## src/sv/nbse_fifo.sv

```systemverilog
module nbse_fifo #(
  parameter int WIDTH = 8,
  parameter int DEPTH = 2
) (
  input  logic             clk,
  input  logic             rst_n,
  input  logic             push,
  input  logic [WIDTH-1:0] push_data,
  input  logic             pop,
  output logic [WIDTH-1:0] pop_data,
  output logic             full,
  output logic             empty
);

  localparam int PTR_W = (DEPTH > 1) ? $clog2(DEPTH) : 1;
  localparam int CNT_W = $clog2(DEPTH + 1);

  logic [WIDTH-1:0] slot_r [DEPTH];
  logic [PTR_W-1:0] wr_ptr_r;
  logic [PTR_W-1:0] rd_ptr_r;
  logic [CNT_W-1:0] count_r;

  assign full     = (count_r == CNT_W'(DEPTH));
  assign empty    = (count_r == '0);
  assign pop_data = slot_r[rd_ptr_r];

  always_ff @(posedge clk) begin
    if (push) begin
      slot_r[wr_ptr_r] <= push_data;
    end
  end

  always_ff @(posedge clk) begin
    if (!rst_n) begin
      wr_ptr_r <= '0;
      rd_ptr_r <= '0;
      count_r  <= '0;
    end else begin
      if (push) begin
        wr_ptr_r <= (wr_ptr_r == PTR_W'(DEPTH - 1)) ? '0 : wr_ptr_r + 1'b1;
      end
      if (pop) begin
        rd_ptr_r <= (rd_ptr_r == PTR_W'(DEPTH - 1)) ? '0 : rd_ptr_r + 1'b1;
      end
      if (push && !pop) begin
        count_r <= count_r + 1'b1;
      end else if (pop && !push) begin
        count_r <= count_r - 1'b1;
      end
    end
  end

endmodule

```

## config.mk

```make
export PLATFORM = sky130hd
export DESIGN_NAME = nbse_fifo
export DESIGN_NICKNAME = d
export VERILOG_FILES = /design/src/sv/nbse_fifo.sv
export SDC_FILE = /design/constraint.sdc
export NUM_CORES = 1
export LEC_CHECK = 0
export BUFFER_PORTS_ARGS = -buffer_cell sky130_fd_sc_hd__buf_2
export CORE_MARGIN = 1.5
export CORE_UTILIZATION = 52
export CTS_BUF_LIST = sky130_fd_sc_hd__clkbuf_16
export DETAILED_ROUTE_END_ITERATION = 8
export PLACE_DENSITY = 0.79
export SLEW_MARGIN = 40
export SYNTH_ARGS = -nofsm -noshare
export SYNTH_HDL_FRONTEND = slang
export SYNTH_SLANG_ARGS = --single-unit
```

## constraint.sdc

```tcl
create_clock -name clk -period 3.2 [get_ports clk]
set_clock_uncertainty 0.15 [all_clocks]
set_input_delay 0.48 -clock clk [delete_from_list [all_inputs] [get_ports clk]]
set_output_delay 0.48 -clock clk [all_outputs]
set_load 0.03 [all_outputs]
```

==> results.md <==
* Status: finished, final reports clean
* CP Capture Type: primary output
* Post-Route WL at 1.20 mm
* Net count, final at 85
* Max FO, Critical Path at 8
* Yosys top cell by area: edfxtp_1
* Rows at 13
* Synth async-reset ratio at 0%
* FF+latch area at 581 µm²
* Largest net degree at the start of global routing at 12
* Core ar. at 1370 µm²
* CTS clk-pin slew, worst paths at 0.05 ns
* CP Data Required Time at 2.57 ns
* Dpl hpwl at 878 µm
* DRC errors left at 0
* Global route total overflow at 0
* Die W at 42.1 µm
* TritonCTS Sinks at 21
* #FFs+latches synth at 21
* First drt pass iteration count at 2
* First-pass GRT wire length at 1.95 mm
* Crit share post-route at 60.9%
* Worst slew margin at 50.5%
* Starting Density at 58.2%
* Post-route antenna net violation count at 0
* Routed via count at 439
* Number of I/O pins at 22
* Leak pwr at 0.405 nW
* Startpoint types: flip-flop
* Total power draw at 0.000666 W
* Die Y at 42.1 µm
* Synth cell count leaders: 16 x edfxtp_1, 8 x mux2_2, 5 x dfxtp_1
* Clk Latency, worst-skew pair at 0.25 ns
* Netlist cell types at 16
* Vias/cell at 5.10
* Most common cell in the netlist: edfxtp_1
* Max cap viols at 0
* CTS Hold Bufs at 0
* Overall routing resource usage at 15.5%
* Hold Crit Class: in -> reg
* Worst vdd ir at 516 µV
* Critical-path top delay cell: dfxtp_1
* Final hold slack at 0.269 ns
* Vias in the first global route at 455
* Worst Setup Path Type: reg -> out
* Max Slew Vio Count at 0
* GP Congestion at 0.676
* Setup TNS at 0 ns
* Antenna violations before repair at 0
* Critical-path cell list: mux2_2, buf_2
* Postcts setup bufs at 0
* Post-Syn Area per Cell at 16.9 µm²
* Final Hold Violating Endpoints at 0
* Tightest Pin Transition at 0.741 ns
* Cell Pwr Density at 671 nW/µm²
* Syn nets at 60
* Ys Warns at 0
* Area of the multi-input gates at 205 µm²
* Cells after synthesis at 47
* Critical Path AT at 1.32 ns
* Slowest stage delay, CP at 0.51 ns
* IO Port Bufs at 21
* Layout area overhead at 24.9%
* Top FF cell, synth: edfxtp_1
* Post-CTS sizing at 0
* Post-synth EDFFs at 16
* Antenna cells at 0
* Flop2flop setup slack at 1.79 ns
* Cells on worst reg2reg path at 1
* Min Clock Period, post-route at 1.95 ns
* Post-synthesis sequential area ratio at 73.1%
* Filler instances at 90
* Number of buffers created by CTS at 3
* Fmax at 513 MHz
* Clk root buf: clkbuf_16
* CTS H-Tree Depth at 1
* Die area at 1770 µm²
* Final setup vio count at 0
* Clk buf depth at 2
* Cell area after synthesis at 795 µm²
* DR WL/cell at 14.0 µm
* RSZ-0062 raised after global routing: false
* Min-Delay Path Depth at 1
* First DRT Iteration DRCs at 3
* Top-area cell type share of the netlist area at 60.5%
* Share of post-route cells with drive strength above 1 at 46.5%
* CTS tree: built
* Top post-synthesis cells by area: edfxtp_1 60%, dfxtp_1 13%, mux2_2 11%, and2_1 3.1%, xor2_1 2.2%
==> worst max-delay path, delay by kind of cell (launching register included) <==
family | cells | cell delay [ns]
DFF | 1 | 0.51
muxes | 1 | 0.38
buffers and inverters | 1 | 0.18
==> cell usage in the layout, fill, tap and decap left out, drive strengths merged <==
| master | synthesis | final |
|---|---|---|
| a21boi | 1 | 1 |
| mux2 | 8 | 8 |
| nor2b | 2 | 2 |
| or3 | 1 | 1 |
| xor2 | 2 | 2 |
| dfxtp | 5 | 5 |
| and2 | 4 | 4 |
| buf | 1 | 21 |
| o21ai | 1 | 1 |
| clkbuf | 0 | 3 |
| nor2 | 1 | 1 |
| edfxtp | 16 | 16 |
| o21a | 1 | 1 |
| ha | 1 | 1 |
| inv | 1 | 2 |
| and2b | 1 | 1 |
| xnor2 | 1 | 1 |
==> stage by stage <==
step / instance area, µm² / utilization (%) / setup WS [ns] / cells
after floorplan: 795 / - / 1.69 / 47
after global placement: 913 / 66.8 / 1.49 / 82
after detailed placement: 913 / 66.8 / 1.47 / 82
after CTS: 992 / 72.6 / 1.23 / 86
after global routing: 992 / 72.6 / 1.18 / 86
final: 992 / 72.6 / 1.25 / 86
==> power by group <==
part | switching (W) | internal [W]
clock | 0.0000834 | 0.000166
sequential | 0.0000110 | 0.000313
combinational | 0.0000552 | 0.0000377
==> cell type report <==
type | instances | share of cell area [%]
timing repair buffer | 21 | 10.6
clock buffer | 3 | 7.57
tap | 15 | 1.89
clock inverter | 1 | 0.378
sequential | 21 | 58.5
inverter | 1 | 0.378
multi-input combinational | 24 | 20.7
==> routing by layer <==
layer | GRT usage (%) | part of all wire [%] | vias up
li1 | - | - | 216
met2 | 27.8 | 54 | 15
met3 | 6.47 | 5.0 | 0
met1 | 17.0 | 41 | 208
met5 | 0 | 0 | -
met4 | 3.75 | 0 | 0
==> sequential cells by signal, indices dropped and copies added, names as in the netlist, named ones only <==
register and cells:
rd_ptr_r 1, wr_ptr_r 1, count_r 2, slot_r 16
==> final timing paths <==
check               startpoint            to
setup reg to reg      wr_ptr_r  slot_r[0][6]
hold / removal    push_data[7]  slot_r[0][7]
hold reg to reg     count_r[1]    count_r[1]
setup / recovery     flip-flop   pop_data[0]
==> logic make-up after synthesis <==
family | after synthesis | share of synthesized area (%)
xor+xnor | 3 | 3.31
fa+ha+maj | 1 | 1.57
mux | 8 | 11.3
simple gates | 9 | 7.09
compound gates | 3 | 2.52
flops | 21 | 73.1
buf+inv | 2 | 1.10
No activity file was read; power rests on OpenSTA's default activity.
