<file path="config.mk">
export PLATFORM = sky130hd
export DESIGN_NAME = nbse_front
export DESIGN_NICKNAME = d
export VERILOG_FILES = /design/src/sv/nbse_pkg.sv /design/src/sv/nbse_front.sv
export SDC_FILE = /design/constraint.sdc
export NUM_CORES = 1
export LEC_CHECK = 0
export ABC_CLOCK_PERIOD_IN_PS = 1500
export BUFFER_PORTS_ARGS = -buffer_cell sky130_fd_sc_hd__clkbuf_2
export CORE_AREA = 2 2 122 124
export CTS_BUF_LIST = sky130_fd_sc_hd__clkbuf_2
export DETAILED_ROUTE_END_ITERATION = 6
export DIE_AREA = 0 0 124 126
export PLACE_DENSITY = 0.55
export SYNTH_ARGS = -nofsm -noshare
export SYNTH_HDL_FRONTEND = slang
export SYNTH_SLANG_ARGS = --single-unit
</file>
<file path="constraint.sdc">
create_clock -name clk -period 1.5 [get_ports clk]
set_clock_uncertainty 0.05 [all_clocks]
set_input_delay 0.3 -clock clk [delete_from_list [all_inputs] [get_ports clk]]
set_output_delay 0.3 -clock clk [all_outputs]
set_load 0.005 [all_outputs]
</file>
<file path="src/sv/nbse_pkg.sv">
package nbse_pkg;

  // Field widths fixed by the item and register formats.
  localparam int CLASS_W    = 4;
  localparam int FEAT_W     = 6;
  localparam int WORD_W     = 32;
  localparam int ACC_W      = 48;
  localparam int POS_W      = 7;
  localparam int MODE_W     = 2;
  localparam int OPC_W      = 2;
  localparam int CFG_IDX_W  = 2;
  localparam int CFG_DATA_W = 7;
  localparam int SUM_W      = 52;
  localparam int TERM_W     = 51;
  localparam int QUEUE_DEPTH = 2;

  localparam logic [OPC_W-1:0] OPC_LOAD_TERM  = 2'd0;
  localparam logic [OPC_W-1:0] OPC_LOAD_PRIOR = 2'd1;
  localparam logic [OPC_W-1:0] OPC_FEATURE    = 2'd2;

  localparam logic [MODE_W-1:0] MODE_GAUSS = 2'd0;
  localparam logic [MODE_W-1:0] MODE_MULTI = 2'd1;
  localparam logic [MODE_W-1:0] MODE_BERN  = 2'd2;

  localparam logic [CFG_IDX_W-1:0] CFG_MODEL_MODE    = 2'd0;
  localparam logic [CFG_IDX_W-1:0] CFG_FEATURE_COUNT = 2'd1;

  localparam logic [POS_W-1:0] POS_MAX           = 7'd127;
  localparam logic [POS_W-1:0] FEATURE_COUNT_RST = 7'd64;

  localparam logic signed [WORD_W-1:0] BERN_HALF = 32'sh0000_8000;
  localparam logic signed [ACC_W-1:0]  ACC_MAX   = {1'b0, {(ACC_W-1){1'b1}}};
  localparam logic signed [ACC_W-1:0]  ACC_MIN   = {1'b1, {(ACC_W-1){1'b0}}};
  localparam logic [48:0]              Q_CLAMP   = {1'b1, 48'd0};

  typedef enum logic [1:0] {
    CMD_TERM,
    CMD_PRIOR,
    CMD_FEATURE
  } cmd_t;

  typedef struct packed {
    cmd_t                     cmd;
    logic [CLASS_W-1:0]       class_index;
    logic [FEAT_W-1:0]        feature_index;
    logic [POS_W-1:0]         position;
    logic                     active;
    logic                     last;
    logic signed [WORD_W-1:0] term_a;
    logic signed [WORD_W-1:0] term_b;
    logic signed [WORD_W-1:0] term_c;
    logic signed [WORD_W-1:0] feature_value;
  } entry_t;

  function automatic logic signed [ACC_W-1:0] sat_acc(input logic signed [SUM_W-1:0] v);
    logic signed [ACC_W-1:0] r;
    if (v > SUM_W'(ACC_MAX)) begin
      r = ACC_MAX;
    end else if (v < SUM_W'(ACC_MIN)) begin
      r = ACC_MIN;
    end else begin
      r = v[ACC_W-1:0];
    end
    return r;
  endfunction

endpackage

</file>
<file path="src/sv/nbse_front.sv">
module nbse_front
  import nbse_pkg::*;
#(
  parameter int NUM_CLASSES  = 16,
  parameter int MAX_FEATURES = 64
) (
  input  logic                     clk,
  input  logic                     rst_n,
  input  logic                     in_valid,
  output logic                     in_ready,
  input  logic [OPC_W-1:0]         in_opcode,
  input  logic [CLASS_W-1:0]       in_class_index,
  input  logic [FEAT_W-1:0]        in_feature_index,
  input  logic signed [WORD_W-1:0] in_term_a,
  input  logic signed [WORD_W-1:0] in_term_b,
  input  logic signed [WORD_W-1:0] in_term_c,
  input  logic signed [WORD_W-1:0] in_feature_value,
  input  logic                     in_last_feature,
  input  logic                     cfg_valid,
  output logic                     cfg_ready,
  input  logic [CFG_IDX_W-1:0]     cfg_index,
  input  logic [CFG_DATA_W-1:0]    cfg_data,
  input  logic                     q_full,
  output logic                     q_push,
  output entry_t                   q_entry,
  output logic [MODE_W-1:0]        mode
);

  logic [MODE_W-1:0] mode_r;
  logic [POS_W-1:0]  count_r;
  logic [POS_W-1:0]  pos_r;
  logic [POS_W-1:0]  pos_nxt;
  logic              take;
  logic              class_ok;
  logic              feat_ok;
  logic              active;

  assign cfg_ready = 1'b1;
  assign in_ready  = !q_full;
  assign take      = in_valid && !q_full;
  assign mode      = mode_r;

  assign class_ok = (int'(in_class_index) < NUM_CLASSES);
  assign feat_ok  = (int'(in_feature_index) < MAX_FEATURES);
  assign active   = (pos_r < count_r) && (int'(pos_r) < MAX_FEATURES) && (mode_r <= MODE_BERN);

  always_comb begin
    q_entry.cmd           = CMD_FEATURE;
    q_entry.class_index   = in_class_index;
    q_entry.feature_index = in_feature_index;
    q_entry.position      = pos_r;
    q_entry.active        = active;
    q_entry.last          = in_last_feature;
    q_entry.term_a        = in_term_a;
    q_entry.term_b        = in_term_b;
    q_entry.term_c        = in_term_c;
    q_entry.feature_value = in_feature_value;
    q_push                = 1'b0;
    pos_nxt               = pos_r;
    unique case (in_opcode)
      OPC_LOAD_TERM: begin
        q_entry.cmd = CMD_TERM;
        q_push      = take && class_ok && feat_ok;
      end
      OPC_LOAD_PRIOR: begin
        q_entry.cmd = CMD_PRIOR;
        q_push      = take && class_ok;
      end
      OPC_FEATURE: begin
        q_push = take;
        if (take) begin
          if (in_last_feature) begin
            pos_nxt = '0;
          end else if (pos_r != POS_MAX) begin
            pos_nxt = pos_r + 1'b1;
          end
        end
      end
      default: begin
        q_push = 1'b0;
      end
    endcase
  end

  always_ff @(posedge clk) begin
    if (!rst_n) begin
      mode_r  <= MODE_GAUSS;
      count_r <= FEATURE_COUNT_RST;
      pos_r   <= '0;
    end else begin
      pos_r <= pos_nxt;
      if (cfg_valid) begin
        if (cfg_index == CFG_MODEL_MODE) begin
          mode_r <= cfg_data[MODE_W-1:0];
        end else if (cfg_index == CFG_FEATURE_COUNT) begin
          count_r <= cfg_data[POS_W-1:0];
        end
      end
    end
  end

endmodule

</file>
==> results of run 1 <==
==> sequential cells by signal, summed over array words and instances, names as in the netlist <==
| register | count |
|---|---|
| count_r | 7 |
| pos_r | 7 |
| mode | 2 |
==> power by group through the flow <==
stage	Clock (mW)	Combinational (mW)	Sequential (mW)
2_1_floorplan	0	0.356	0.447
3_3_place_gp	0	0.110	0.448
3_5_place_dp	0	0.111	0.448
4_1_cts	0.187	0.113	0.439
5_1_grt	0.210	0.125	0.441
6_report	0.177	0.111	0.439
==> metrics by stage <==
| stage | utilization, % | hold slack, ns | area, um2 |
|---|---|---|---|
| after floorplan | - | 0.3990 | 1971 |
| after global placement | 9.659 | 0.4452 | 1383 |
| after detailed placement | 9.659 | 0.4534 | 1383 |
| after CTS | 9.904 | 0.1917 | 1418 |
| after global routing | 10.13 | 0.2033 | 1450 |
| final | 10.13 | 0.2061 | 1450 |
==> area by class of cell <==
type | instances | area [um2] | share of cell area, %
Timing Repair Buffer | 45 | 264.0 | 18.21
Clock buffer | 3 | 15.01 | 1.035
Multi-Input combinational cell | 70 | 588.1 | 40.55
Tap cell | 184 | 230.2 | 15.88
Inverter | 8 | 30.03 | 2.071
Sequential cell | 16 | 322.8 | 22.26
==> cell families after synthesis <==
kind of cell | share of synthesized area (%)
fa+ha+maj | 4.461
mux | 4.589
buf+inv | 56.09
other cells | 0.1910
compound gates | 7.139
simple gates | 11.22
flops | 16.32
==> worst min-delay path, delay by kind of cell <==
family | cells | cell delay, ns
AND/OR/NAND/NOR | 1 | 0.06
AO/OA/AOI/OAI | 1 | 0.07
buffers and inverters | 1 | 0.08
==> timing repair <==
item,CTS,global route
endpoints found under the setup margin,3,4
buffers inserted,0,1
pin swaps,5,6
gates resized for setup,4,4
==> worst min-delay path by stage <==
| stage | startpoint | to | cells after the start |
|---|---|---|---|
| after global routing | cfg_data[6] | count_r[6] | 3 |
| final | cfg_data[6] | count_r[6] | 3 |
| after detailed placement | count_r[1] | count_r[1] | 2 |
| after global placement | count_r[1] | count_r[1] | 2 |
| after floorplan | cfg_data[6] | count_r[6] | 2 |
| after CTS | cfg_data[6] | count_r[6] | 3 |
==> metal layers <==
layer	vias up	share of wire (%)
met2	94	48
met4	0	6.2
met1	433	28
met3	50	17
li1	433	-
met5	-	0
==> cell usage in the layout (no fill, tap or decap), types with 2 or more instances in the layout <==
cell	netlist	layout
nand2_1	8	8
nor2b_1	9	9
inv_1	8	7
dfxtp_1	16	14
nor2_1	4	4
buf_4	141	13
ha_1	7	5
and3_1	2	2
ha_4	0	2
mux2i_1	9	9
o21ai_0	3	3
clkbuf_2	0	34
dfxtp_2	0	2
nor3b_1	2	2
a211oi_1	3	2
==> results.md, run 1 <==
- Combinational share of power: 15.3%
- Share of the synthesized area in the top cell type: 53.92%
- Largest net degree at the start of global routing: 17
- Violated checks: setup timing
- Yosys cell types: 36
- Wire per inst: 14.09 um
- Cells after synthesis: 238
- Die width: 124 um
- GR Overflow Total: 0
- Nets@finish: 306
- Critical Path End Type: output pin
- Pins Over Slew Limit: 0
- TritonRoute pass-1 iters: 3
- Met2 usage: 8.953%
- Die area: 15620 um2
- Vias per cell: 3.098
- Reg2Reg Capture Point: pos_r[1]
- Initial antenna violation count: 0
- Top-level port count: 309
- Commonest cells post-synth: buf_4, dfxtp_1, mux2i_1, nor2b_1
- Synth Warn #: 0
- Setup violators final: 1
- Net Sw Frac: 24.52%
- Worst path slowest cell: dfxtp_2
- P_leak: 0.6059 nW
- FF-to-FF Start: pos_r[1]
- CORE AREA: 14310 um2
- Global Route Usage Sum: 5.344%
- Place WS: -0.1300 ns
- Clk pin slew, worst setup/hold paths: 0.14 ns
- EDFF count, synth: 0
- Clock root buffer: clkbuf_2
- Buf/Inv on CP: 2
- Syn avg cell area: 8.248 um2
- DPL Wire Length: 3867 um
- Total CTS buffers: 3
- Worst vdd ir: 0.0004496 V
- Post-Syn Nets: 400
- Top cells by area in the synthesized netlist: buf_4, dfxtp_1, mux2i_1
- Iteration-0 DRC Markers: 28
- Status: finished with violations
- Critical Path RT: 1.15 ns
- H-tree lvl count: 1
- Dominant cell type by area after synthesis: buf_4
- Cell Pwr Density: 502.0 nW/um2
- Setup TNS: -0.3624 ns
- Starting density of the core: 13.72%
- Final Power: 0.7280 mW
- FF+latch count, synth: 16
- Clock share of power: 24.4%
- CTS tree: yes
- Non-filler instance count after layout: 326
- Tmin final: 1.862 ns
- Seq/Total Area, Yosys: 16.32%
- DRC errors left: 0
- Chip Height: 126 um
- Met1 usage: 4.643%
- Placed cells: 322
- Hold crit path type: input port to register
- Post-Syn Area: 1963 um2
- CTS Buffer Depth: 2
- Reg2Reg Setup Slack: 0.06 ns
- Crit Path Class: register to output pin
- CP Launch Type: register
- CP Data Arrival Time: 1.51 ns
- RSZ-0062 raised after global routing: true
- Max-cap violation count: 0
- Top Family by Delay on Critical Path: compound AO/OA/AOI/OAI gates
- Total clock sinks: 16
- First-pass GRT wire length: 6285 um
- Worst-Skew Late Latency: 0.27 ns
- Setup ws final: -0.3624 ns
- Cell depth of the worst setup path: 6
- Max FO, Critical Path: 2
- Cts hold-fix bufs: 0
- Async set-reset flop share out of synthesis: 0%
- Post-synth top flop: dfxtp_1
- Area Growth Syn to Fin: -26.13%
- Hold Vio Cnt, Final: 0
- Achievable Freq: 537.0 MHz
- Final worst path period share: 124.2%
- Max incr delay on CP: 0.36 ns
- Post-route ant nets: 0
- GPL Wtd Cong: 0.7046
- Site Rows: 44
- NetSw: 0.1785 mW
- Count leader, synth: buf_4
- P_int: 0.5495 mW
- Port bufs: 31
- Grt met3 use: 3.442%
- Global route hottest layer: met2
- Crit. Startpoint: count_r[1]
- FILL cells: 1676
- Fraction of layout cells with a size suffix above 1: 42.96%
- # diodes: 0
- Reg2reg path depth: 6
- Setup crit end: q_entry[129]
- Flop pwr share: 60.3%
- Sequence of cells on the critical path: inv_2 > ha_4 > a21o_1 > a211oi_2 > o221a_2 > clkbuf_2
- Number of global-route vias before repair: 1018
- Vias post-DR: 1010
- Routed wire length: 4593 um
Note: power is estimated with default switching activity, not from simulation.
==> inputs of run 2 (changes only) <==
==> config.mk (replaced) <==
export PLATFORM = sky130hd
export DESIGN_NAME = nbse_front
export DESIGN_NICKNAME = d
export VERILOG_FILES = /design/src/sv/nbse_pkg.sv /design/src/sv/nbse_front.sv
export SDC_FILE = /design/constraint.sdc
export NUM_CORES = 1
export LEC_CHECK = 0
export ABC_AREA = 1
export ABC_CLOCK_PERIOD_IN_PS = 1700
export BUFFER_PORTS_ARGS = -buffer_cell sky130_fd_sc_hd__clkbuf_2
export CORE_AREA = 2 2 120 122
export CTS_BUF_LIST = sky130_fd_sc_hd__clkbuf_2
export DETAILED_ROUTE_END_ITERATION = 6
export DIE_AREA = 0 0 122 124
export PLACE_DENSITY = 0.57
export SYNTH_ARGS = -nofsm -noshare
export SYNTH_HDL_FRONTEND = slang
export SYNTH_SLANG_ARGS = --single-unit
==> constraint.sdc (replaced) <==
create_clock -name clk -period 1.7 [get_ports clk]
set_clock_uncertainty 0.05 [all_clocks]
set_input_delay 0.34 -clock clk [delete_from_list [all_inputs] [get_ports clk]]
set_output_delay 0.34 -clock clk [all_outputs]
set_load 0.005 [all_outputs]
==> results.md, run 2 <==
- Status: finished with violations
- Violated checks: setup timing
- Most Frequent Cell on Critical Path: nor2_1
- Synth Area in XOR/XNOR: 0%
- Commonest non-fill, non-tap cells in the layout: clkbuf_2, nand2_1, inv_1, nor2_1, nand3_1
- Total CTS buffers: 3
- Count leader, synth: buf_4
- Worst vdd ir: 0.0001384 V
- Share of the synthesized area in the top cell type: 52.11%
- Vias per cell: 3.169
- Place WS: 0.1125 ns
- Post-CTS setup buffers: 0
- Worst-Skew Late Latency: 0.29 ns
- H-tree lvl count: 1
- FILL cells: 1593
- P_leak: 0.6291 nW
- Clock root buffer: clkbuf_2
- Iteration-0 DRC Markers: 37
- Global Route Usage Sum: 5.772%
- CTS Buffer Depth: 2
- Post-synth top flop: dfxtp_1
- Setup violators final: 1
- Area share of fa/ha/maj cells after synthesis: 4.281%
- Hold Vio Cnt, Final: 0
- Largest net degree at the start of global routing: 17
- CTS tree: yes
- FF+latch count, synth: 16
- TritonRoute pass-1 iters: 4
- Flop pwr share: 56.3%
- Vias post-DR: 1144
- Fraction of layout cells with a size suffix above 1: 44.20%
- Seq/Total Area, Yosys: 15.66%
- Post-Syn Area: 2046 um2
- Top cells by area in the synthesized netlist: buf_4, dfxtp_1, nand2_1
- Critical Path RT: 1.31 ns
- Number of global-route vias before repair: 1103
- P_int: 0.4963 mW
- Synth Area in Compound Gates: 5.933%
- Area of the multi-input gates: 631.9 um2
- Synth Warn #: 0
- Total clock sinks: 16
- Top-level port count: 309
- Max incr delay on CP: 0.37 ns
- Syn avg cell area: 7.153 um2
- Achievable Freq: 546.9 MHz
- Commonest non-fill, non-tap cell in the layout: clkbuf_2
- Non-filler instance count after layout: 361
- # diodes: 0
- Async set-reset flop share out of synthesis: 0%
- Critical Path End Type: output pin
- GR Overflow Total: 0
- GPL Wtd Cong: 0.7614
- Dominant cell type by area after synthesis: buf_4
- Clock share of power: 25.6%
- Wire per inst: 13.11 um
- Max-cap violation count: 0
- Initial antenna violation count: 0
- Synth Area in Simple Gates: 15.96%
- DPL Wire Length: 3791 um
- Final Power: 0.7067 mW
- RSZ-0062 raised after global routing: true
- Post-Syn Nets: 448
- Final worst path period share: 107.6%
- Area Growth Syn to Fin: -26.67%
- Post-route ant nets: 0
- Worst path slowest cell: dfxtp_2
- Site Rows: 43
- First-pass GRT wire length: 6465 um
- NetSw: 0.2104 mW
- Routed wire length: 4734 um
- DRC errors left: 0
- Die area: 15130 um2
- Yosys cell types: 23
- Die width: 122 um
- Net Sw Frac: 29.77%
- Starting density of the core: 14.91%
- Max FO, Critical Path: 2
- Pins Over Slew Limit: 0
- Commonest cells post-synth: buf_4, nand2_1, inv_1, dfxtp_1, nand3_1
- CP Data Arrival Time: 1.44 ns
- Setup ws final: -0.1285 ns
- Crit Path Class: register to output pin
- Chip Height: 124 um
- Combinational share of power: 18.1%
- EDFF count, synth: 0
- CORE AREA: 13720 um2
- Placed cells: 357
- Reg area: 331.6 um2
- Clk pin slew, worst setup/hold paths: 0.17 ns
- Nets@finish: 344
- Cells after synthesis: 286
- Tmin final: 1.828 ns
- Hold crit path type: input port to register
- Port bufs: 31
- Sequence of cells on the critical path: inv_2 > ha_4 > nand2_2 > nor2_1 > nand2_1 > nand3_1 > nor2_1 > buf_2
- Cell Pwr Density: 471.1 nW/um2
- Mux cell area share after synthesis: 0%
- Largest family of logic cells by synthesized area: buffers and inverters
- CP Launch Type: register
==> run 2: changes by cell type in the layout (fill, tap and decap cells not counted), moves of 7 or more <==
cell and delta:
a21oi_1 +8, dfxtp_1 -7, dfxtp_2 +7, nor2b_1 -9
nand2_1 +18, nand3_1 +13, mux2i_1 -9, inv_1 +11
nor2_1 +9, buf_4 -8
==> run 2: final timing paths <==
kind                     from  slack (ns)      endpoint  cells after the start
setup / recovery   count_r[6]       -0.13  q_entry[129]                      8
hold / removal    cfg_data[0]        0.22       mode[0]                      3
setup reg to reg     pos_r[1]        0.20      pos_r[0]                      9
hold reg to reg    count_r[0]        0.42    count_r[0]                      2
==> run 2: through the flow <==
| stage | util [%] | area, um2 | TNS, ns | hold slack (ns) |
|---|---|---|---|---|
| 2_1_floorplan | - | 2046 | 0 | 0.3731 |
| 3_3_place_gp | 10.04 | 1378 | 0 | 0.3958 |
| 3_5_place_dp | 10.04 | 1378 | 0 | 0.3994 |
| 4_1_cts | 10.41 | 1428 | -0.1912 | 0.2165 |
| 5_1_grt | 10.93 | 1500 | -0.2365 | 0.2281 |
| 6_report | 10.93 | 1500 | -0.1285 | 0.2241 |
==> run 2: cell families after synthesis <==
kind of cell,count (synthesis)
DFF,16
AOI/OAI and AO/OA,23
and+or+nand+nor,68
other,1
adders and majority gates,7
buffers and inverters,171
==> run 2: metal layers <==
metal | global-route usage (%) | routed length (um) | vias to the layer above
li1 | - | - | 526
met2 | 6.878 | 1750 | 92
met5 | 0 | 0 | -
met4 | 9.052 | 696 | 0
met1 | 4.789 | 1334 | 448
met3 | 4.625 | 953 | 78
==> run 2: repair_timing <==
action,in CTS,in global routing
gates resized for setup,5,21
pin swaps,3,8
hold buffers,0,0
endpoints found under the setup margin,1,1
==> run 2: power by group through the flow <==
stage,combinational [mW],clock [mW],sequential (mW)
floorplan,0.333,0,0.403
global placement,0.115,0,0.403
detailed placement,0.116,0,0.403
CTS,0.119,0.187,0.395
global route,0.148,0.210,0.400
finish,0.128,0.181,0.398
==> run 2: cell type report <==
class | instances | share of cell area, %
Clock buffer | 3 | 1.001
Multi-Input combinational cell | 99 | 42.12
Tap cell | 180 | 15.01
Inverter | 26 | 6.672
Sequential cell | 16 | 22.10
Clock inverter | 1 | 0.2502
Timing Repair Buffer | 36 | 12.84
==> run 2: worst max-delay path, delay by kind of cell (launching register included) <==
kind                     cells  cell delay (ns)
flip-flops                   1             0.37
adder cells (fa/ha/maj)      1             0.26
AND/OR/NAND/NOR              5             0.37
buffers and inverters        2             0.15
==> inputs of run 3 (changes only) <==
--- a/config.mk
+++ b/config.mk
@@ -8,11 +8,13 @@
 export ABC_AREA = 1
 export ABC_CLOCK_PERIOD_IN_PS = 1700
 export BUFFER_PORTS_ARGS = -buffer_cell sky130_fd_sc_hd__clkbuf_2
+export CELL_PAD_IN_SITES_DETAIL_PLACEMENT = 1
+export CELL_PAD_IN_SITES_GLOBAL_PLACEMENT = 1
 export CORE_AREA = 2 2 120 122
 export CTS_BUF_LIST = sky130_fd_sc_hd__clkbuf_2
 export DETAILED_ROUTE_END_ITERATION = 6
 export DIE_AREA = 0 0 122 124
-export PLACE_DENSITY = 0.57
+export PLACE_DENSITY = 0.84
 export SYNTH_ARGS = -nofsm -noshare
 export SYNTH_HDL_FRONTEND = slang
 export SYNTH_SLANG_ARGS = --single-unit
==> results.md, run 3 (synthesized netlist as in run 2, its figures left out) <==
- Setup ws final: -0.2007 ns
- Achievable Freq: 526.1 MHz
- Commonest non-fill, non-tap cell in the layout: clkbuf_2
- CP Data Arrival Time: 1.51 ns
- Routed wire length: 5347 um
- Setup violators final: 1
- First-pass GRT wire length: 7341 um
- Vias post-DR: 1214
- CP Launch Type: register
- Hold Vio Cnt, Final: 0
- RSZ-0062 raised after global routing: true
- CORE AREA: 13720 um2
- Area Growth Syn to Fin: -28.81%
- P_leak: 0.6255 nW
- Initial antenna violation count: 1
- Post-CTS setup buffers: 0
- Hold crit path type: input port to register
- GPL Wtd Cong: 0.6830
- Cts hold-fix bufs: 0
- Final worst path period share: 111.8%
- Site Rows: 43
- Iteration-0 DRC Markers: 58
- Global Route Usage Sum: 6.939%
- Critical Path End Type: output pin
- Tmin final: 1.901 ns
- Violated checks: setup timing
- H-tree lvl count: 1
- Sequence of cells on the critical path: inv_2 > ha_4 > a21o_1 > nor2_1 > nand3_1 > nor2_1 > buf_2
- FF-to-FF Start: pos_r[1]
- Worst path slowest cell: dfxtp_2
- Clock share of power: 26.8%
- CTS tree: yes
- Nets@finish: 345
- Fin util: 10.62%
- Crit Path Class: register to output pin
- Placed Area: 1385 um2
- Vias per cell: 3.344
- Largest net degree at the start of global routing: 17
- Number of global-route vias before repair: 1237
- Critical Path RT: 1.31 ns
- Worst-Skew Late Latency: 0.32 ns
- Final Instance Area: 1456 um2
- Port bufs: 31
- Max FO, Critical Path: 2
- Most Frequent Cell on Critical Path: nor2_1
- FILL cells: 1687
- Net Sw Frac: 30.91%
- Die area: 15130 um2
- Crit. Startpoint: count_r[6]
- Chip Height: 124 um
- GR Overflow Total: 0
- Post-route ant nets: 0
- DRC errors left: 0
- CTS Buffer Depth: 2
- Total CTS buffers: 3
- Combinational share of power: 17.5%
- Setup TNS: -0.2007 ns
- Die width: 122 um
- Worst vdd ir: 0.0001366 V
- Reg2Reg Capture Point: pos_r[0]
- Commonest non-fill, non-tap cells in the layout: clkbuf_2, nand2_1, inv_1, nand3_1, nor2_1
- Reg2Reg Setup Slack: 0.26 ns
- Flop pwr share: 55.7%
- Clk pin slew, worst setup/hold paths: 0.19 ns
- Reg2reg path depth: 9
- Max incr delay on CP: 0.38 ns
- P_int: 0.4924 mW
- Cell Pwr Density: 489.3 nW/um2
- Status: finished with violations
- DPL Wire Length: 4213 um
- Setup crit end: q_entry[129]
- NetSw: 0.2203 mW
- Pins Over Slew Limit: 0
- Top-level port count: 309
- Wire per inst: 14.73 um
- Starting density of the core: 14.91%
- TritonRoute pass-1 iters: 4
- Total clock sinks: 16
- Max-cap violation count: 0
- Clock root buffer: clkbuf_2
- Fraction of layout cells with a size suffix above 1: 37.36%
run 3: cell types whose count changed in the layout (fill, tap and decap cells not counted), moves of 3 or more:
cell / change
dfxtp_1: +4
dfxtp_2: -4
ha_1: +3
ha_4: -3
inv_1: +3
inv_2: -3
run 3: power by group through the flow:
stage / combinational [mW] / sequential [mW] / clock (mW)
2_1_floorplan: 0.333 / 0.403 / 0
3_3_place_gp: 0.116 / 0.402 / 0
3_5_place_dp: 0.119 / 0.403 / 0
4_1_cts: 0.122 / 0.396 / 0.194
5_1_grt: 0.145 / 0.399 / 0.207
6_report: 0.124 / 0.397 / 0.191
run 3: cell type report:
type	count	area (um2)	area share (%)
antenna	1	2.502	0.1718
sequential	16	326.6	22.42
tap	180	225.2	15.46
multi-input combinational	99	583.1	40.03
timing repair buffer	37	200.2	13.75
clock buffer	3	15.01	1.031
clock inverter	1	3.754	0.2577
inverter	26	100.1	6.873
run 3: stage by stage:
stage               std cells  hold slack, ns  power, mW  setup slack [ns]
finish                    363          0.2008     0.7127           -0.2007
global route              363          0.2130     0.7506           -0.2944
CTS                       362          0.2117     0.7118           -0.2118
detailed placement        358          0.3885     0.5216            0.1049
global placement          358          0.3860     0.5181            0.1143
floorplan                 286          0.3731     0.7359            0.1821
run 3: worst max-delay path, delay by kind of cell, from the launching register on:
kind / cells / cell delay, ns
compound gates: 1 / 0.17
flops: 1 / 0.38
simple gates: 3 / 0.27
fa+ha+maj: 1 / 0.21
buf+inv: 2 / 0.15
run 3: timing repair:
action	in CTS	in global routing
resized for setup	6	7
gates cloned	0	0
pin swaps	2	1
endpoints found under the setup margin	1	1
run 3: worst min path at each step:
stage	depth (start not counted)	endpoint	slack, ns	from
floorplan	2	count_r[0]	0.37	count_r[0]
global placement	2	count_r[0]	0.39	count_r[0]
detailed placement	2	count_r[0]	0.39	count_r[0]
CTS	3	mode[1]	0.21	cfg_data[1]
global route	3	mode[1]	0.21	cfg_data[1]
finish	3	mode[1]	0.20	cfg_data[1]
run 3: metal layers:
metal,routed length (um),global-route usage [%]
met2,1988,8.659
met1,1513,5.201
met5,0,0
met4,890,12.43
met3,955,4.991
